===== src/mlpd_pkg.sv =====
// Shared types and constants for the magic/type/length packet deframer.
// No dependencies; imported by mlpd_skid, magic_length_packet_deframer, the checker and the testbench.
`default_nettype none

package mlpd_pkg;

  // width kept for the payload length counter (8 to 32)
  localparam int unsigned LENGTH_WIDTH = 32;

  // header layout: four magic bytes, one type byte, four length bytes
  localparam logic [3:0] MagicBytes = 4'd4;
  localparam logic [3:0] TypeIndex  = 4'd4;
  localparam logic [3:0] HeaderLast = 4'd8;

  // configuration register indexes
  localparam int unsigned CfgIdxWidth = 8;
  localparam logic [CfgIdxWidth-1:0] CfgIdxMagic = 8'd0;
  localparam logic [CfgIdxWidth-1:0] CfgIdxType  = 8'd1;

  // event kinds on the result stream
  typedef enum logic [1:0] {
    KIND_PAYLOAD   = 2'd0,
    KIND_EMPTY     = 2'd1,
    KIND_BAD_MAGIC = 2'd2,
    KIND_UNKNOWN   = 2'd3
  } mlpd_kind_e;

  // one result item
  typedef struct packed {
    mlpd_kind_e  kind;
    logic [7:0]  data;
    logic        last;
  } mlpd_result_t;

endpackage

`default_nettype wire


===== src/mlpd_skid.sv =====
// Output register with one skid entry for the deframer result stream.
// Depends on mlpd_pkg for the result struct.
`default_nettype none

module mlpd_skid
  import mlpd_pkg::*;
(
  input  wire logic         clk_i,
  input  wire logic         rst_ni,
  input  wire logic         in_valid_i,
  output logic              in_ready_o,
  input  wire mlpd_result_t in_data_i,
  output logic              out_valid_o,
  input  wire logic         out_ready_i,
  output mlpd_result_t      out_data_o
);

  logic         out_valid_q, out_valid_d;
  logic         skid_valid_q, skid_valid_d;
  mlpd_result_t out_q, out_d;
  mlpd_result_t skid_q, skid_d;
  logic         push, pop;

  // ready comes straight from a register: free while the skid entry is empty
  assign in_ready_o  = !skid_valid_q;
  assign push        = in_valid_i && in_ready_o;
  assign pop         = out_valid_q && out_ready_i;
  assign out_valid_o = out_valid_q;
  assign out_data_o  = out_q;

  // next-state of the two entries
  always_comb begin
    out_valid_d  = out_valid_q;
    skid_valid_d = skid_valid_q;
    out_d        = out_q;
    skid_d       = skid_q;
    if (skid_valid_q) begin
      if (pop) begin
        out_d        = skid_q;
        skid_valid_d = 1'b0;
      end
    end else if (push) begin
      if (!out_valid_q || pop) begin
        out_d       = in_data_i;
        out_valid_d = 1'b1;
      end else begin
        skid_d       = in_data_i;
        skid_valid_d = 1'b1;
      end
    end else if (pop) begin
      out_valid_d = 1'b0;
    end
  end

  // control flops
  always_ff @(posedge clk_i or negedge rst_ni) begin
    if (!rst_ni) begin
      out_valid_q  <= 1'b0;
      skid_valid_q <= 1'b0;
    end else begin
      out_valid_q  <= out_valid_d;
      skid_valid_q <= skid_valid_d;
    end
  end

  // payload flops
  always_ff @(posedge clk_i) begin
    out_q  <= out_d;
    skid_q <= skid_d;
  end

  // the skid entry is only ever filled behind a held output
  a_skid_behind_out: assert property (@(posedge clk_i) disable iff (!rst_ni)
    skid_valid_q |-> out_valid_q)
    else $error("skid entry valid with empty output register");

  a_stall_fills_skid: assert property (@(posedge clk_i) disable iff (!rst_ni)
    (push && out_valid_q && !out_ready_i) |=> skid_valid_q)
    else $error("stalled transaction not parked in skid entry");

  a_skid_drains: assert property (@(posedge clk_i) disable iff (!rst_ni)
    (skid_valid_q && out_ready_i) |=> (out_valid_q && !skid_valid_q))
    else $error("skid entry did not move to output register");

endmodule

`default_nettype wire


===== src/magic_length_packet_deframer.sv =====
// Each result is registered in mlpd_skid before it appears on the master stream.
// One byte per cycle while the skid entry is free; the header parse and payload counter are single-pass
// logic and a two-entry output buffer lets a byte be taken while one result is held.
// Reset (rst_ni low, asynchronous): header gathering restarts, both config
// registers read zero and the output stream is empty.
// Top level of the deframer; depends on mlpd_pkg and mlpd_skid.
`default_nettype none

module magic_length_packet_deframer
  import mlpd_pkg::*;
(
  input  wire logic                   clk_i,
  input  wire logic                   rst_ni,
  // received byte stream
  input  wire logic                   s_axis_tvalid,
  output logic                        s_axis_tready,
  input  wire logic [7:0]             s_axis_tdata,   // [7:0] rx_byte
  // result stream
  output logic                        m_axis_tvalid,
  input  wire logic                   m_axis_tready,
  output logic [7:0]                  m_axis_tdata,   // [7:0] payload_byte
  output logic [1:0]                  m_axis_tuser,   // [1:0] event_kind
  output logic                        m_axis_tlast,   // last_of_packet
  // configuration writes
  input  wire logic                   cfg_valid_i,
  output logic                        cfg_ready_o,
  input  wire logic [CfgIdxWidth-1:0] cfg_index_i,
  input  wire logic [31:0]            cfg_data_i
);

  logic [31:0]             magic_word_q;
  logic [7:0]              data_type_q;
  logic                    in_payload_q, in_payload_d;
  logic [3:0]              header_count_q, header_count_d;
  logic [31:0]             magic_shift_q, magic_shift_d;
  logic [7:0]              current_type_q, current_type_d;
  logic [LENGTH_WIDTH-1:0] remaining_q, remaining_d;
  logic [LENGTH_WIDTH-1:0] remaining_dec;
  logic [LENGTH_WIDTH+7:0] remaining_shift;
  logic                    accept;
  logic                    res_valid;
  mlpd_result_t            res;
  logic                    skid_ready;
  mlpd_result_t            out_data;
  logic                    is_data;

  // configuration registers
  assign cfg_ready_o = 1'b1;

  always_ff @(posedge clk_i or negedge rst_ni) begin
    if (!rst_ni) begin
      magic_word_q <= '0;
      data_type_q  <= '0;
    end else if (cfg_valid_i) begin
      if (cfg_index_i == CfgIdxMagic) begin
        magic_word_q <= cfg_data_i;
      end else if (cfg_index_i == CfgIdxType) begin
        data_type_q <= cfg_data_i[7:0];
      end
    end
  end

  assign s_axis_tready = skid_ready;
  assign accept        = s_axis_tvalid && s_axis_tready;

  assign remaining_dec   = remaining_q - {{(LENGTH_WIDTH-1){1'b0}}, 1'b1};
  assign remaining_shift = {remaining_q, s_axis_tdata};
  assign is_data         = (current_type_q == data_type_q);

  // header parse and payload count for one byte
  always_comb begin
    in_payload_d   = in_payload_q;
    header_count_d = header_count_q;
    magic_shift_d  = magic_shift_q;
    current_type_d = current_type_q;
    remaining_d    = remaining_q;
    res_valid      = 1'b0;
    res.kind       = KIND_PAYLOAD;
    res.data       = 8'h00;
    res.last       = 1'b0;
    if (in_payload_q) begin
      remaining_d = remaining_dec;
      if (remaining_dec == '0) begin
        in_payload_d   = 1'b0;
        header_count_d = '0;
      end
      if (is_data) begin
        res_valid = 1'b1;
        res.data  = s_axis_tdata;
        res.last  = (remaining_dec == '0);
      end else if (remaining_dec == '0) begin
        res_valid = 1'b1;
        res.kind  = KIND_UNKNOWN;
      end
    end else begin
      if (header_count_q < MagicBytes) begin
        magic_shift_d = {magic_shift_q[23:0], s_axis_tdata};
      end else if (header_count_q == TypeIndex) begin
        current_type_d = s_axis_tdata;
      end else begin
        remaining_d = remaining_shift[LENGTH_WIDTH-1:0];
      end
      header_count_d = header_count_q + 4'd1;
      if (header_count_q == HeaderLast) begin
        header_count_d = '0;
        res_valid      = 1'b1;
        if (magic_shift_q != magic_word_q) begin
          remaining_d = '0;
          res.kind    = KIND_BAD_MAGIC;
        end else if (remaining_d == '0) begin
          res.kind = is_data ? KIND_EMPTY : KIND_UNKNOWN;
        end else begin
          res_valid    = 1'b0;
          in_payload_d = 1'b1;
        end
      end
    end
  end

  // parse state advances on each accepted byte
  always_ff @(posedge clk_i or negedge rst_ni) begin
    if (!rst_ni) begin
      in_payload_q   <= 1'b0;
      header_count_q <= '0;
      magic_shift_q  <= '0;
      current_type_q <= '0;
      remaining_q    <= '0;
    end else if (accept) begin
      in_payload_q   <= in_payload_d;
      header_count_q <= header_count_d;
      magic_shift_q  <= magic_shift_d;
      current_type_q <= current_type_d;
      remaining_q    <= remaining_d;
    end
  end

  // result register with skid entry
  mlpd_skid u_skid (
    .clk_i       (clk_i),
    .rst_ni      (rst_ni),
    .in_valid_i  (accept && res_valid),
    .in_ready_o  (skid_ready),
    .in_data_i   (res),
    .out_valid_o (m_axis_tvalid),
    .out_ready_i (m_axis_tready),
    .out_data_o  (out_data)
  );

  assign m_axis_tdata = out_data.data;
  assign m_axis_tuser = out_data.kind;
  assign m_axis_tlast = out_data.last;

  // payload counting always has bytes left to take
  a_payload_nonzero: assert property (@(posedge clk_i) disable iff (!rst_ni)
    in_payload_q |-> (remaining_q != '0))
    else $error("in payload with zero bytes remaining");

  a_header_range: assert property (@(posedge clk_i) disable iff (!rst_ni)
    !in_payload_q |-> (header_count_q <= HeaderLast))
    else $error("header count past last header byte");

  a_event_fields_clear: assert property (@(posedge clk_i) disable iff (!rst_ni)
    (m_axis_tvalid && (m_axis_tuser != KIND_PAYLOAD)) |->
      (m_axis_tdata == 8'h00 && !m_axis_tlast))
    else $error("non-payload event carries data or last mark");

  a_last_ends_payload: assert property (@(posedge clk_i) disable iff (!rst_ni)
    (accept && in_payload_q && res_valid && res.last) |=> !in_payload_q)
    else $error("last payload byte did not end payload phase");

endmodule

`default_nettype wire


===== config.mk =====
export PLATFORM = sky130hd
export DESIGN_NAME = magic_length_packet_deframer
export DESIGN_NICKNAME = d
export VERILOG_FILES = /design/src/mlpd_pkg.sv /design/src/mlpd_skid.sv /design/src/magic_length_packet_deframer.sv
export SDC_FILE = /design/constraint.sdc
export NUM_CORES = 1
export LEC_CHECK = 0
export ABC_CLOCK_PERIOD_IN_PS = 8020
export BUFFER_PORTS_ARGS = -buffer_cell sky130_fd_sc_hd__buf_4
export CORE_AREA = 4 4 128 130
export CTS_CLUSTER_SIZE = 40
export DETAILED_ROUTE_END_ITERATION = 8
export DIE_AREA = 0 0 132 134
export GPL_TIMING_DRIVEN = 0
export PLACE_DENSITY = 0.68
export SLEW_MARGIN = 40
export SYNTH_ARGS = -nofsm -noshare
export SYNTH_HDL_FRONTEND = slang
export SYNTH_SLANG_ARGS = --single-unit

===== constraint.sdc =====
create_clock -name clk_i -period 8.02 [get_ports clk_i]
set_clock_uncertainty 0.05 [all_clocks]
set_input_delay 1.604 -clock clk_i [delete_from_list [all_inputs] [get_ports clk_i]]
set_output_delay 1.604 -clock clk_i [all_outputs]
set_load 0.005 [all_outputs]

==> report_table.html, run 1 <==
<table>
<tr><th>Metric</th><th>Value</th></tr>
<tr><th colspan="2">Outcome</th></tr>
<tr><td>Result of the run</td><td>finished, final reports clean</td></tr>
<tr><th colspan="2">GRT</th></tr>
<tr><td>Global-route met2 utilization</td><td>0.3720</td></tr>
<tr><td>Vias in the first global route</td><td>6,023</td></tr>
<tr><td>Met3 Resource Use GR</td><td>0.05664</td></tr>
<tr><td>Global-route wire length before repair</td><td>33.64 mm</td></tr>
<tr><td>Total congestion overflow</td><td>0</td></tr>
<tr><td>Initial antenna violation count</td><td>0</td></tr>
<tr><td>Top Usage Layer GRT</td><td>met2</td></tr>
<tr><td>GRT met1 Usage</td><td>0.3431</td></tr>
<tr><td>Global router's overall resource usage</td><td>0.2429</td></tr>
<tr><td>Pin count of the biggest net entering global routing</td><td>73</td></tr>
<tr><th colspan="2">Drt</th></tr>
<tr><td>Starting DRC count in detailed routing</td><td>617</td></tr>
<tr><td>Final routed wirelength across all metal layers</td><td>20.96 mm</td></tr>
<tr><td>Remaining antenna violation count after routing</td><td>0</td></tr>
<tr><td>Via count</td><td>5,995</td></tr>
<tr><td>Pre-antenna DRT Iters</td><td>5</td></tr>
<tr><td>Mean routed wirelength per cell</td><td>21.68 um</td></tr>
<tr><td>Drt via density</td><td>6.200</td></tr>
<tr><td>DRC</td><td>0</td></tr>
<tr><th colspan="2">Timing</th></tr>
<tr><td>Hold Violations, Final</td><td>0</td></tr>
<tr><td>Transition time at the pin with the least slew margin</td><td>0.7703 ns</td></tr>
<tr><td>Worst rel slew slack</td><td>0.4822</td></tr>
<tr><td>Worst hold slack after final layout</td><td>0.4754 ns</td></tr>
<tr><td>Final critical-path required period</td><td>4.335 ns</td></tr>
<tr><td>Maximum clock frequency</td><td>0.2307 GHz</td></tr>
<tr><td>Final Max Tran Viols</td><td>0</td></tr>
<tr><td>Number of endpoints failing setup at the final stage</td><td>0</td></tr>
<tr><td>Final worst path period share</td><td>0.5405</td></tr>
<tr><td>Post-route worst setup slack</td><td>3.685 ns</td></tr>
<tr><td>Total negative slack</td><td>0 ns</td></tr>
<tr><td>Setup repair after global routing missed its margin</td><td>no</td></tr>
<tr><th colspan="2">Final layout</th></tr>
<tr><td>Sequential cell area</td><td>3638 um2</td></tr>
<tr><td>Post-route core utilization</td><td>0.5871</td></tr>
<tr><td>Fraction of layout cells with a size suffix above 1</td><td>0.2670</td></tr>
<tr><td>Multi-input logic area</td><td>3655 um2</td></tr>
<tr><td>Fillers</td><td>1,293</td></tr>
<tr><td>Antenna cell count</td><td>0</td></tr>
<tr><td>Post-Layout Inst Area</td><td>8892 um2</td></tr>
<tr><td>Count of non-filler cells in the finished layout</td><td>967</td></tr>
<tr><td>Net total in the final layout</td><td>825</td></tr>
<tr><td>Area added between synthesis and finish</td><td>18.67%</td></tr>
<tr><th colspan="2">Floorplanning</th></tr>
<tr><td>Area of the core region</td><td>15,150 um2</td></tr>
<tr><td>Number of rows created at floorplan</td><td>45</td></tr>
<tr><td>Floorplan die width</td><td>132 um</td></tr>
<tr><td>Boundary Pins</td><td>67</td></tr>
<tr><td>Die footprint</td><td>17,690 um2</td></tr>
<tr><td>Initial standard-cell utilization of the core</td><td>0.4948</td></tr>
<tr><td>Vertical extent of the die</td><td>134 um</td></tr>
<tr><th colspan="2">Power and ir drop</th></tr>
<tr><td>Power Dens Cells</td><td>339.8 nW/um2</td></tr>
<tr><td>Switching portion of total power</td><td>0.3777</td></tr>
<tr><td>Maximum vdd ir drop</td><td>0.1899 mV</td></tr>
<tr><td>Lkg Pwr</td><td>3.923 nW</td></tr>
<tr><td>Reported net switching power</td><td>1.141 mW</td></tr>
<tr><td>Int Pwr</td><td>1.881 mW</td></tr>
<tr><td>Clock network fraction of total power</td><td>0.267</td></tr>
<tr><td>Sequential cell fraction of total power</td><td>0.359</td></tr>
<tr><td>Part of the total power dissipated in combinational logic</td><td>0.374</td></tr>
<tr><td>Total design power</td><td>3.022 mW</td></tr>
<tr><th colspan="2">Worst hold path</th></tr>
<tr><td>Type of the worst min-delay path</td><td>reg2reg</td></tr>
<tr><td>Worst hold endpoint</td><td>magic_word_q[22]</td></tr>
<tr><td>Startpoint of the worst hold path</td><td>magic_word_q[22]</td></tr>
<tr><td>Number of cells traversed by the worst hold path</td><td>1</td></tr>
<tr><th colspan="2">Yosys</th></tr>
<tr><td>Cell with the most instances after synthesis</td><td>dfrtp_1</td></tr>
<tr><td>Leading cell types by count after synthesis</td><td>dfrtp_1 (119), mux2_2 (88), clkbuf_1 (40), nor2_1 (36), xor2_1 (36)</td></tr>
<tr><td>Sequential element share of the synthesized area</td><td>0.4856</td></tr>
<tr><td>Number of warnings reported in the yosys synthesis log</td><td>0</td></tr>
<tr><td>Cell types with the largest area share after synthesis</td><td>dfrtp_1 (40%), mux2_2 (13%), edfxtp_1 (8.8%)</td></tr>
<tr><td>Most used flip-flop cell after synthesis</td><td>dfrtp_1</td></tr>
<tr><td>FF+latch count, synth</td><td>141</td></tr>
<tr><td>Post-synth ARST share</td><td>0.8440</td></tr>
<tr><td>Cell variety after synth</td><td>65</td></tr>
<tr><td>Avg Synthesized Cell Area</td><td>10.97 um2</td></tr>
<tr><td>Cell count after synthesis</td><td>683</td></tr>
<tr><td>Synth area leader</td><td>dfrtp_1</td></tr>
<tr><td>Post-synthesis cell area</td><td>7493 um2</td></tr>
<tr><td>Area share of the largest cell type after synthesis</td><td>0.3974</td></tr>
<tr><td>Number of enable-type register cells in the synthesized netlist</td><td>22</td></tr>
<tr><td>Synthesized netlist net count</td><td>740</td></tr>
<tr><th colspan="2">Clock network</th></tr>
<tr><td>Later-pin clock latency in the skew report</td><td>0.42 ns</td></tr>
<tr><td>Hold buffers post-CTS</td><td>0</td></tr>
<tr><td>Clock edge transition at the registers on the reported setup and hold paths</td><td>0.06 ns</td></tr>
<tr><td>PostCTS Resize Cnt</td><td>0</td></tr>
<tr><td>CTS tree</td><td>built</td></tr>
<tr><td>Number of buffers created by CTS</td><td>17</td></tr>
<tr><td>Number of sinks driven by the clock tree</td><td>141</td></tr>
<tr><td>CTS Buffer Depth</td><td>2</td></tr>
<tr><td>Root buffer cell</td><td>clkbuf_16</td></tr>
<tr><td>H-tree levels</td><td>4</td></tr>
<tr><td>Buffer count from post-CTS setup fixing</td><td>0</td></tr>
<tr><th colspan="2">Place</th></tr>
<tr><td>Port Buf Inserts</td><td>65</td></tr>
<tr><td>Half-perimeter wire length after placement</td><td>15.17 mm</td></tr>
<tr><td>Placed inst area</td><td>8273 um2</td></tr>
<tr><td>Cell count after placement</td><td>937</td></tr>
<tr><td>Global placement routability congestion</td><td>0.9192</td></tr>
<tr><td>Dpl ws</td><td>3.343 ns</td></tr>
<tr><th colspan="2">Worst setup path</th></tr>
<tr><td>WS Path Type</td><td>reg2reg</td></tr>
<tr><td>Element type at the critical path end</td><td>flip-flop</td></tr>
<tr><td>R2r setup slk</td><td>3.69 ns</td></tr>
<tr><td>Element type at the critical path start</td><td>flip-flop</td></tr>
<tr><td>Data arrival time of the worst path</td><td>4.33 ns</td></tr>
<tr><td>Worst r2r dst</td><td>u_skid.out_data_o[6]</td></tr>
<tr><td>Reg-to-reg startpoint</td><td>remaining_q[0]</td></tr>
<tr><td>Highest net fanout along the worst path</td><td>11</td></tr>
<tr><td>Worst Reg2Reg Path Length in Cells</td><td>10</td></tr>
<tr><td>Endpoint required time on the critical path</td><td>8.02 ns</td></tr>
<tr><th colspan="2">Job</th></tr>
<tr><td>Max Cap Violations</td><td>0</td></tr>
</table>
-- flip-flops by register name (all words and copies together) (netlist names) --
name                 cells
current_type_q           8
data_type_q              8
header_count_q           4
in_payload_q             1
magic_shift_q           32
magic_word_q            32
remaining_q             32
u_skid.out_data_o       11
u_skid.out_valid_o       1
u_skid.skid_q           11
u_skid.skid_valid_q      1
-- final cells by class --
class,instances,area share
inverter,11,0.004643
tap,188,0.02645
buffer,48,0.02237
timing repair buffer,66,0.05882
sequential,141,0.4092
clock inverter,7,0.01126
multi-input combinational,483,0.4110
clock buffer,23,0.05628
-- worst max-delay path: stages, from the launching register on --
cell and delay [ns]:
dfrtp_1 0.43, clkbuf_1 0.25, inv_1 0.11, ha_1 0.29, nor3b_2 0.58, nand4_1 0.35
o41ai_1 0.57, nand4_1 0.19, nor4_2 0.30, nand3_2 0.20, a32oi_2 0.63
-- power groups by stage --
| stage | Sequential (mW) | Combinational [mW] | Clock [mW] |
|---|---|---|---|
| after detailed placement | 1.09 | 1.10 | 0 |
| after global routing | 1.11 | 1.23 | 0.850 |
| after global placement | 1.08 | 1.07 | 0 |
| after floorplan | 1.03 | 0.797 | 0 |
| final | 1.08 | 1.13 | 0.807 |
| after CTS | 1.08 | 1.10 | 0.817 |
-- cell usage in the layout, fill, tap and decap left out, types with 4 or more instances in the layout --
cell type / netlist / routed
dfrtp_1: 119 / 119
mux2_2: 88 / 88
buf_4: 1 / 65
clkbuf_1: 40 / 43
xor2_1: 36 / 36
nor2_1: 36 / 35
nand2_1: 34 / 34
nor3_1: 26 / 24
a21oi_1: 24 / 23
edfxtp_1: 22 / 22
nor4_1: 24 / 21
o21ai_0: 21 / 21
nand4_1: 20 / 20
clkbuf_16: 0 / 19
nand3_1: 15 / 15
xnor2_1: 13 / 13
a221o_1: 12 / 12
inv_1: 11 / 11
mux2i_1: 11 / 11
or3_1: 8 / 8
or4_1: 8 / 8
o22ai_1: 8 / 8
and2_1: 8 / 8
a22o_1: 8 / 8
a21o_1: 7 / 7
nor4_2: 3 / 6
o31ai_1: 6 / 6
a31oi_1: 6 / 6
buf_1: 5 / 5
nand2b_1: 5 / 5
ha_1: 4 / 4
-- logic make-up (layout without fill, tap and decap cells) --
family / after synthesis / count (layout) / synth area share
multiplexers: 99 / 99 / 0.1469
XOR/XNOR: 49 / 49 / 0.05727
other: 1 / 1 / 0.0005004
adder cells (fa/ha/maj): 4 / 4 / 0.006679
buffers and inverters: 59 / 155 / 0.03206
AND/OR/NAND/NOR: 214 / 214 / 0.1605
AO/OA/AOI/OAI: 116 / 116 / 0.1105
flip-flops: 141 / 141 / 0.4856
-- worst max-delay path by stage --
stage / end / slack, ns / cells past startpoint / startpoint
floorplan: u_skid.skid_q[0] / 3.88 / 7 / s_axis_tdata[3]
global placement: u_skid.skid_q[4] / 3.01 / 8 / remaining_q[1]
detailed placement: u_skid.out_data_o[7] / 3.34 / 8 / s_axis_tdata[3]
CTS: u_skid.out_data_o[5] / 3.74 / 8 / remaining_q[9]
global route: u_skid.out_data_o[6] / 3.42 / 10 / remaining_q[0]
finish: u_skid.out_data_o[6] / 3.69 / 10 / remaining_q[0]
-- routing by layer --
metal	wire length, um	share of wire	vias up
met5	0	0	-
met2	9605	0.46	224
met1	9675	0.46	3016
met4	353	0.017	0
li1	-	-	2722
met3	1326	0.063	33
No activity file was read; power rests on OpenSTA's default activity.
==> inputs of run 2 (changes only) <==
--- a/config.mk
+++ b/config.mk
@@ -5,14 +5,15 @@
 export SDC_FILE = /design/constraint.sdc
 export NUM_CORES = 1
 export LEC_CHECK = 0
-export ABC_CLOCK_PERIOD_IN_PS = 8020
+export ABC_AREA = 1
+export ABC_CLOCK_PERIOD_IN_PS = 4300
 export BUFFER_PORTS_ARGS = -buffer_cell sky130_fd_sc_hd__buf_4
-export CORE_AREA = 4 4 128 130
+export CORE_AREA = 4 4 133 135
 export CTS_CLUSTER_SIZE = 40
 export DETAILED_ROUTE_END_ITERATION = 8
-export DIE_AREA = 0 0 132 134
+export DIE_AREA = 0 0 137 139
 export GPL_TIMING_DRIVEN = 0
-export PLACE_DENSITY = 0.68
+export PLACE_DENSITY = 0.67
 export SLEW_MARGIN = 40
 export SYNTH_ARGS = -nofsm -noshare
 export SYNTH_HDL_FRONTEND = slang
==> constraint.sdc (replaced) <==
create_clock -name clk_i -period 4.3 [get_ports clk_i]
set_clock_uncertainty 0.05 [all_clocks]
set_input_delay 0.86 -clock clk_i [delete_from_list [all_inputs] [get_ports clk_i]]
set_output_delay 0.86 -clock clk_i [all_outputs]
set_load 0.005 [all_outputs]
==> report_table.html, run 2 <==
<table>
<tr><th>Metric</th><th>Value</th></tr>
<tr><th colspan="2">Final layout</th></tr>
<tr><td>Area added between synthesis and finish</td><td>16.91%</td></tr>
<tr><td>Antenna cell count</td><td>0</td></tr>
<tr><td>Fraction of layout cells with a size suffix above 1</td><td>0.1745</td></tr>
<tr><td>Fillers</td><td>1,538</td></tr>
<tr><td>Net total in the final layout</td><td>1,173</td></tr>
<tr><td>Most common cell after layout, fill and taps aside</td><td>nand2_1</td></tr>
<tr><td>Biggest registers after layout</td><td>magic_shift_q (32), magic_word_q (32), remaining_q (32)</td></tr>
<tr><td>Most used cells in the layout excluding fill and tap cells</td><td>nand2_1 (293), dfrtp_1 (119), nor2_1 (115), inv_1 (91), o21ai_0 (77)</td></tr>
<tr><th colspan="2">Drt</th></tr>
<tr><td>DRC</td><td>0</td></tr>
<tr><td>Remaining antenna violation count after routing</td><td>0</td></tr>
<tr><td>Via count</td><td>7,308</td></tr>
<tr><td>Starting DRC count in detailed routing</td><td>719</td></tr>
<tr><td>Pre-antenna DRT Iters</td><td>6</td></tr>
<tr><td>Mean routed wirelength per cell</td><td>17.02 um</td></tr>
<tr><td>Final routed wirelength across all metal layers</td><td>22.96 mm</td></tr>
<tr><td>Drt via density</td><td>5.417</td></tr>
<tr><th colspan="2">Clock network</th></tr>
<tr><td>Number of buffers created by CTS</td><td>17</td></tr>
<tr><td>Hold buffers post-CTS</td><td>0</td></tr>
<tr><td>CTS Buffer Depth</td><td>2</td></tr>
<tr><td>Buffer count from post-CTS setup fixing</td><td>0</td></tr>
<tr><td>Clock edge transition at the registers on the reported setup and hold paths</td><td>0.06 ns</td></tr>
<tr><td>H-tree levels</td><td>4</td></tr>
<tr><td>PostCTS Resize Cnt</td><td>0</td></tr>
<tr><td>Root buffer cell</td><td>clkbuf_16</td></tr>
<tr><td>Number of sinks driven by the clock tree</td><td>141</td></tr>
<tr><td>Later-pin clock latency in the skew report</td><td>0.43 ns</td></tr>
<tr><td>CTS tree</td><td>built</td></tr>
<tr><th colspan="2">Worst setup path</th></tr>
<tr><td>WS Path Type</td><td>reg2reg</td></tr>
<tr><td>Library cell appearing most often on the critical path</td><td>nand2_1</td></tr>
<tr><td>Data arrival time of the worst path</td><td>3.34 ns</td></tr>
<tr><td>Element type at the critical path start</td><td>flip-flop</td></tr>
<tr><td>Launch point of the critical path</td><td>header_count_q[0]</td></tr>
<tr><td>Element type at the critical path end</td><td>flip-flop</td></tr>
<tr><td>Highest net fanout along the worst path</td><td>11</td></tr>
<tr><td>Maximum cell stage delay along the critical path</td><td>0.49 ns</td></tr>
<tr><td>Cell Chain, Critical Path</td><td>inv_1, ha_1, inv_1, nand2_4, nand2_4, buf_4, nand2_1, nand2_1, nand2_1, nor2_1, nand2_1, nor2_2, nand2_2, nand2_1, nand2_1, a21oi_2, nand2_2, a21oi_2</td></tr>
<tr><td>Slowest stage cell on the critical path</td><td>a21oi_2</td></tr>
<tr><td>Reg-to-reg startpoint</td><td>header_count_q[0]</td></tr>
<tr><td>Endpoint required time on the critical path</td><td>4.31 ns</td></tr>
<tr><th colspan="2">Yosys</th></tr>
<tr><td>Sequential element share of the synthesized area</td><td>0.4495</td></tr>
<tr><td>FF+latch count, synth</td><td>141</td></tr>
<tr><td>Area share of the largest cell type after synthesis</td><td>0.3679</td></tr>
<tr><td>Number of warnings reported in the yosys synthesis log</td><td>0</td></tr>
<tr><td>Cell types with the largest area share after synthesis</td><td>dfrtp_1 (37%), nand2_1 (14%), edfxtp_1 (8.2%)</td></tr>
<tr><td>Post-synth ARST share</td><td>0.8440</td></tr>
<tr><td>Avg Synthesized Cell Area</td><td>7.852 um2</td></tr>
<tr><td>Cell count after synthesis</td><td>1,031</td></tr>
<tr><td>Number of enable-type register cells in the synthesized netlist</td><td>22</td></tr>
<tr><td>Cell variety after synth</td><td>40</td></tr>
<tr><td>Synthesized netlist net count</td><td>1,088</td></tr>
<tr><td>Most used flip-flop cell after synthesis</td><td>dfrtp_1</td></tr>
<tr><td>Synth area leader</td><td>dfrtp_1</td></tr>
<tr><td>Post-synthesis cell area</td><td>8095 um2</td></tr>
<tr><td>Cell with the most instances after synthesis</td><td>nand2_1</td></tr>
<tr><td>Leading cell types by count after synthesis</td><td>nand2_1 (293), dfrtp_1 (119), nor2_1 (116), inv_1 (91), o21ai_0 (77)</td></tr>
<tr><th colspan="2">GRT</th></tr>
<tr><td>Global-route wire length before repair</td><td>36.14 mm</td></tr>
<tr><td>Initial antenna violation count</td><td>0</td></tr>
<tr><td>Total congestion overflow</td><td>0</td></tr>
<tr><td>Vias in the first global route</td><td>6,828</td></tr>
<tr><td>Global router's overall resource usage</td><td>0.2451</td></tr>
<tr><td>Pin count of the biggest net entering global routing</td><td>67</td></tr>
<tr><th colspan="2">Place</th></tr>
<tr><td>Global placement routability congestion</td><td>0.9768</td></tr>
<tr><td>Port Buf Inserts</td><td>65</td></tr>
<tr><td>Half-perimeter wire length after placement</td><td>17.13 mm</td></tr>
<tr><th colspan="2">Floorplanning</th></tr>
<tr><td>Die footprint</td><td>19,040 um2</td></tr>
<tr><td>Area of the core region</td><td>16,470 um2</td></tr>
<tr><td>Initial standard-cell utilization of the core</td><td>0.4916</td></tr>
<tr><td>Number of rows created at floorplan</td><td>47</td></tr>
<tr><td>Vertical extent of the die</td><td>139 um</td></tr>
<tr><td>Boundary Pins</td><td>67</td></tr>
<tr><td>Floorplan die width</td><td>137 um</td></tr>
<tr><th colspan="2">Worst hold path</th></tr>
<tr><td>Type of the worst min-delay path</td><td>in2async</td></tr>
<tr><th colspan="2">Timing</th></tr>
<tr><td>Hold Violations, Final</td><td>0</td></tr>
<tr><td>Final critical-path required period</td><td>3.331 ns</td></tr>
<tr><td>Transition time at the pin with the least slew margin</td><td>0.6739 ns</td></tr>
<tr><td>Worst hold slack after final layout</td><td>0.2970 ns</td></tr>
<tr><td>Final worst path period share</td><td>0.7746</td></tr>
<tr><td>Final Max Tran Viols</td><td>0</td></tr>
<tr><td>Number of endpoints failing setup at the final stage</td><td>0</td></tr>
<tr><td>Total negative slack</td><td>0 ns</td></tr>
<tr><td>Worst rel slew slack</td><td>0.5472</td></tr>
<tr><td>Maximum clock frequency</td><td>0.3002 GHz</td></tr>
<tr><td>Setup repair after global routing missed its margin</td><td>no</td></tr>
<tr><th colspan="2">Job</th></tr>
<tr><td>Max Cap Violations</td><td>0</td></tr>
<tr><th colspan="2">Outcome</th></tr>
<tr><td>Result of the run</td><td>finished, final reports clean</td></tr>
<tr><th colspan="2">Power and ir drop</th></tr>
<tr><td>Lkg Pwr</td><td>4.348 nW</td></tr>
<tr><td>Maximum vdd ir drop</td><td>0.3292 mV</td></tr>
<tr><td>Power Dens Cells</td><td>373.7 nW/um2</td></tr>
</table>
[run 2: changes by cell type after synthesis, moves of 14 or more]
| cell | previous run | this run |
|---|---|---|
| mux2_2 | 88 | 30 |
| nand2_1 | 34 | 293 |
| nand3_1 | 15 | 71 |
| a22oi_1 | 1 | 30 |
| inv_1 | 11 | 91 |
| nor3_1 | 26 | 4 |
| nor2_2 | 0 | 14 |
| clkbuf_1 | 40 | 23 |
| nor4_1 | 24 | 2 |
| xor2_1 | 36 | 4 |
| o21ai_0 | 21 | 77 |
| xnor2_1 | 13 | 28 |
| nor2_1 | 36 | 116 |
[run 2: path summary, 6_finish.rpt]
kind | endpoint | slack [ns] | depth (start not counted)
setup / recovery | u_skid.out_data_o[1] | 0.97 | 18
hold / removal | magic_word_q[30] | 0.30 | 1
setup reg to reg | u_skid.out_data_o[1] | 0.97 | 18
hold reg to reg | current_type_q[0] | 0.44 | 2
max in group asynchronous | remaining_q[12] | 3.23 | 2
min in group clk_i | current_type_q[0] | 0.44 | 2
[run 2: area by class of cell]
| cell class | count | area, um2 | area share |
|---|---|---|---|
| flip-flops and latches | 141 | 3638 | 0.3845 |
| plain buffers | 38 | 225.2 | 0.02380 |
| multi-input cells | 755 | 3870 | 0.4089 |
| repair buffers | 66 | 523.0 | 0.05526 |
| clock buffers | 21 | 461.7 | 0.04878 |
| clock inverters | 11 | 106.4 | 0.01124 |
| inverters | 97 | 364.1 | 0.03847 |
| well taps | 220 | 275.3 | 0.02909 |
[run 2: report_power, final]
part	internal [mW]	total, mW	switching (mW)
sequential	1.48	1.54	0.0566
combinational	0.211	0.581	0.370
clock	0.836	1.42	0.584
[run 2: routing by layer]
layer | vias to the layer above | track usage | part of all wire
met4 | 0 | 0.06460 | 0.015
met3 | 33 | 0.05842 | 0.083
li1 | 3528 | - | -
met1 | 3463 | 0.3677 | 0.47
met5 | - | 0 | 0
met2 | 284 | 0.3555 | 0.43
[run 2: logic make-up after synthesis]
logic type / share of synthesized area
adder cells (fa/ha/maj): 0.006183
XOR/XNOR: 0.03462
multiplexers: 0.04173
other: 0.0004632
buffers and inverters: 0.07280
flip-flops: 0.4495
AO/OA/AOI/OAI: 0.09629
AND/OR/NAND/NOR: 0.2985
[run 2: per-stage QoR]
stage	total power, mW	setup slack, ns	area (um2)	utilization	std cells
2_1_floorplan	1.882	1.504	8095	-	1031
3_3_place_gp	2.127	0.8732	8859	0.5380	1316
3_5_place_dp	2.136	0.8681	8894	0.5401	1317
4_1_cts	3.559	0.8431	9462	0.5746	1349
5_1_grt	3.699	0.7556	9464	0.5748	1349
6_report	3.537	0.9690	9464	0.5748	1349
[run 2: worst max-delay path, delay by kind of cell (launching register included)]
family | cells | cell delay, ns
AOI/OAI and AO/OA | 2 | 0.64
adders and majority gates | 1 | 0.20
buffers and inverters | 3 | 0.42
DFF | 1 | 0.43
and+or+nand+nor | 12 | 1.20
==> inputs of run 3 (changes only) <==
--- a/config.mk
+++ b/config.mk
@@ -6,7 +6,7 @@
 export NUM_CORES = 1
 export LEC_CHECK = 0
 export ABC_AREA = 1
-export ABC_CLOCK_PERIOD_IN_PS = 4300
+export ABC_CLOCK_PERIOD_IN_PS = 3480
 export BUFFER_PORTS_ARGS = -buffer_cell sky130_fd_sc_hd__buf_4
 export CORE_AREA = 4 4 133 135
 export CTS_CLUSTER_SIZE = 40
==> constraint.sdc (replaced) <==
create_clock -name clk_i -period 3.48 [get_ports clk_i]
set_clock_uncertainty 0.05 [all_clocks]
set_input_delay 0.696 -clock clk_i [delete_from_list [all_inputs] [get_ports clk_i]]
set_output_delay 0.696 -clock clk_i [all_outputs]
set_load 0.005 [all_outputs]
==> report_table.html, run 3 (synthesis results as in run 2) <==
<table>
<tr><th>Metric</th><th>Value</th></tr>
<tr><th colspan="2">Worst setup path</th></tr>
<tr><td>WS Path Type</td><td>reg2reg</td></tr>
<tr><td>Slowest stage cell on the critical path</td><td>dfrtp_1</td></tr>
<tr><td>Endpoint of the most critical setup path</td><td>u_skid.out_data_o[1]</td></tr>
<tr><td>Cell Chain, Critical Path</td><td>inv_1, ha_1, inv_1, nand2_4, nand2_4, buf_4, nand2_1, nand2_1, nand2_1, nor2_1, nand2_1, nor2_2, nand2_2, nand2_1, nand2_1, a21oi_2, nand2_2, a21oi_4</td></tr>
<tr><td>Worst Reg2Reg Path Length in Cells</td><td>18</td></tr>
<tr><td>Element type at the critical path end</td><td>flip-flop</td></tr>
<tr><td>Maximum cell stage delay along the critical path</td><td>0.43 ns</td></tr>
<tr><td>Endpoint required time on the critical path</td><td>3.52 ns</td></tr>
<tr><td>Element type at the critical path start</td><td>flip-flop</td></tr>
<tr><td>Highest net fanout along the worst path</td><td>11</td></tr>
<tr><td>R2r setup slk</td><td>0.30 ns</td></tr>
<tr><td>Launch point of the critical path</td><td>header_count_q[0]</td></tr>
<tr><td>Reg-to-reg startpoint</td><td>header_count_q[0]</td></tr>
<tr><td>Data arrival time of the worst path</td><td>3.22 ns</td></tr>
<tr><td>Worst r2r dst</td><td>u_skid.out_data_o[1]</td></tr>
<tr><td>Library cell appearing most often on the critical path</td><td>nand2_1</td></tr>
<tr><th colspan="2">Floorplanning</th></tr>
<tr><td>Vertical extent of the die</td><td>139 um</td></tr>
<tr><td>Die footprint</td><td>19,040 um2</td></tr>
<tr><td>Area of the core region</td><td>16,470 um2</td></tr>
<tr><td>Boundary Pins</td><td>67</td></tr>
<tr><td>Initial standard-cell utilization of the core</td><td>0.4916</td></tr>
<tr><td>Floorplan die width</td><td>137 um</td></tr>
<tr><td>Number of rows created at floorplan</td><td>47</td></tr>
<tr><th colspan="2">GRT</th></tr>
<tr><td>Vias in the first global route</td><td>6,828</td></tr>
<tr><td>Initial antenna violation count</td><td>0</td></tr>
<tr><td>Pin count of the biggest net entering global routing</td><td>67</td></tr>
<tr><td>Total congestion overflow</td><td>0</td></tr>
<tr><td>Global-route wire length before repair</td><td>36.14 mm</td></tr>
<tr><td>Global router's overall resource usage</td><td>0.2451</td></tr>
<tr><th colspan="2">Final layout</th></tr>
<tr><td>Area added between synthesis and finish</td><td>17.06%</td></tr>
<tr><td>Fraction of layout cells with a size suffix above 1</td><td>0.1745</td></tr>
<tr><td>Antenna cell count</td><td>0</td></tr>
<tr><td>Most common cell after layout, fill and taps aside</td><td>nand2_1</td></tr>
<tr><td>Sequential cell area</td><td>3638 um2</td></tr>
<tr><td>Most used cells in the layout excluding fill and tap cells</td><td>nand2_1 (293), dfrtp_1 (119), nor2_1 (115), inv_1 (91), o21ai_0 (77)</td></tr>
<tr><td>Count of non-filler cells in the finished layout</td><td>1,349</td></tr>
<tr><td>Post-Layout Inst Area</td><td>9477 um2</td></tr>
<tr><td>Biggest registers after layout</td><td>magic_shift_q (32), magic_word_q (32), remaining_q (32)</td></tr>
<tr><td>Fillers</td><td>1,537</td></tr>
<tr><td>Net total in the final layout</td><td>1,173</td></tr>
<tr><td>Multi-input logic area</td><td>3882 um2</td></tr>
<tr><th colspan="2">Timing</th></tr>
<tr><td>Number of endpoints failing setup at the final stage</td><td>0</td></tr>
<tr><td>Transition time at the pin with the least slew margin</td><td>0.6692 ns</td></tr>
<tr><td>Worst rel slew slack</td><td>0.5504</td></tr>
<tr><td>Final critical-path required period</td><td>3.177 ns</td></tr>
<tr><td>Worst hold slack after final layout</td><td>0.1300 ns</td></tr>
<tr><td>Final worst path period share</td><td>0.9130</td></tr>
<tr><td>Maximum clock frequency</td><td>0.3147 GHz</td></tr>
<tr><td>Hold Violations, Final</td><td>0</td></tr>
<tr><td>Total negative slack</td><td>0 ns</td></tr>
<tr><td>Setup repair after global routing missed its margin</td><td>no</td></tr>
<tr><td>Final Max Tran Viols</td><td>0</td></tr>
<tr><td>Post-route worst setup slack</td><td>0.3026 ns</td></tr>
<tr><th colspan="2">Drt</th></tr>
<tr><td>Final routed wirelength across all metal layers</td><td>22.94 mm</td></tr>
<tr><td>DRC</td><td>0</td></tr>
<tr><td>Drt via density</td><td>5.437</td></tr>
<tr><td>Mean routed wirelength per cell</td><td>17.00 um</td></tr>
<tr><td>Pre-antenna DRT Iters</td><td>5</td></tr>
<tr><td>Via count</td><td>7,335</td></tr>
<tr><td>Remaining antenna violation count after routing</td><td>0</td></tr>
<tr><td>Starting DRC count in detailed routing</td><td>708</td></tr>
<tr><th colspan="2">Power and ir drop</th></tr>
<tr><td>Power Dens Cells</td><td>463.1 nW/um2</td></tr>
<tr><td>Sequential cell fraction of total power</td><td>0.432</td></tr>
<tr><td>Lkg Pwr</td><td>4.350 nW</td></tr>
<tr><td>Maximum vdd ir drop</td><td>0.4109 mV</td></tr>
<tr><td>Int Pwr</td><td>3.124 mW</td></tr>
<tr><td>Reported net switching power</td><td>1.264 mW</td></tr>
<tr><td>Part of the total power dissipated in combinational logic</td><td>0.166</td></tr>
<tr><td>Switching portion of total power</td><td>0.2881</td></tr>
<tr><td>Clock network fraction of total power</td><td>0.402</td></tr>
<tr><th colspan="2">Clock network</th></tr>
<tr><td>Root buffer cell</td><td>clkbuf_16</td></tr>
<tr><td>CTS tree</td><td>built</td></tr>
<tr><td>H-tree levels</td><td>4</td></tr>
<tr><td>Number of buffers created by CTS</td><td>17</td></tr>
<tr><td>Later-pin clock latency in the skew report</td><td>0.43 ns</td></tr>
<tr><td>Number of sinks driven by the clock tree</td><td>141</td></tr>
<tr><td>CTS Buffer Depth</td><td>2</td></tr>
<tr><td>Clock edge transition at the registers on the reported setup and hold paths</td><td>0.06 ns</td></tr>
<tr><td>Hold buffers post-CTS</td><td>0</td></tr>
<tr><th colspan="2">Place</th></tr>
<tr><td>Global placement routability congestion</td><td>0.9768</td></tr>
<tr><td>Placed inst area</td><td>8894 um2</td></tr>
<tr><td>Port Buf Inserts</td><td>65</td></tr>
<tr><td>Cell count after placement</td><td>1,317</td></tr>
<tr><td>Dpl ws</td><td>0.04807 ns</td></tr>
<tr><td>Half-perimeter wire length after placement</td><td>17.13 mm</td></tr>
<tr><th colspan="2">Outcome</th></tr>
<tr><td>Result of the run</td><td>finished, final reports clean</td></tr>
<tr><th colspan="2">Job</th></tr>
<tr><td>Max Cap Violations</td><td>0</td></tr>
<tr><th colspan="2">Worst hold path</th></tr>
<tr><td>Type of the worst min-delay path</td><td>in2async</td></tr>
</table>
-- run 3: cell count changes in the layout (fill, tap and decap cells not counted) --
cell,before,now
nor2_4,2,3
nor2_2,15,14
a21oi_4,0,1
a21oi_2,2,1
-- run 3: cell type report --
| class | instances | share of cell area |
|---|---|---|
| buffer | 38 | 0.02377 |
| clock buffer | 21 | 0.04872 |
| clock inverter | 11 | 0.01122 |
| inverter | 97 | 0.03842 |
| multi-input combinational | 755 | 0.4097 |
| sequential | 141 | 0.3839 |
| tap | 220 | 0.02905 |
| timing repair buffer | 66 | 0.05519 |
-- run 3: per-layer routing --
layer,track usage,up-vias,routed length [um]
met5,0,-,0
met4,0.06460,0,311
met3,0.05842,29,2131
met2,0.3555,310,9905
met1,0.3677,3466,10590
li1,-,3530,-
-- run 3: power by group through the flow --
stage	registers [mW]	clock network [mW]	logic [mW]
final	1.90	1.76	0.729
after global routing	1.91	1.86	0.812
after CTS	1.90	1.78	0.717
after detailed placement	1.93	0	0.713
after global placement	1.92	0	0.704
after floorplan	1.92	0	0.406
-- run 3: worst min path at each step --
stage	start	to	slack (ns)	cells after the start
global route	rst_ni	magic_word_q[30]	0.16	1
CTS	rst_ni	magic_word_q[30]	0.14	1
detailed placement	current_type_q[0]	current_type_q[0]	0.43	2
floorplan	rst_ni	current_type_q[0]	0.35	0
finish	rst_ni	magic_word_q[30]	0.13	1
global placement	current_type_q[0]	current_type_q[0]	0.42	2
-- run 3: critical path, delay by kind of cell (launching register included) --
family | cells | cell delay, ns
and+or+nand+nor | 12 | 1.22
buffers and inverters | 3 | 0.42
AOI/OAI and AO/OA | 2 | 0.50
adders and majority gates | 1 | 0.20
DFF | 1 | 0.43
-- run 3: metrics by stage --
| stage | utilization | power, mW |
|---|---|---|
| 6_report | 0.5755 | 4.388 |
| 2_1_floorplan | - | 2.325 |
| 5_1_grt | 0.5755 | 4.580 |
| 3_3_place_gp | 0.5380 | 2.628 |
| 4_1_cts | 0.5746 | 4.397 |
| 3_5_place_dp | 0.5401 | 2.639 |
-- run 3: what timing repair did --
| action | 4_1_cts | 5_1_grt |
|---|---|---|
| endpoints found under the setup margin | 0 | 22 |
| setup buffers | 0 | 0 |
| gates resized for setup | 0 | 2 |
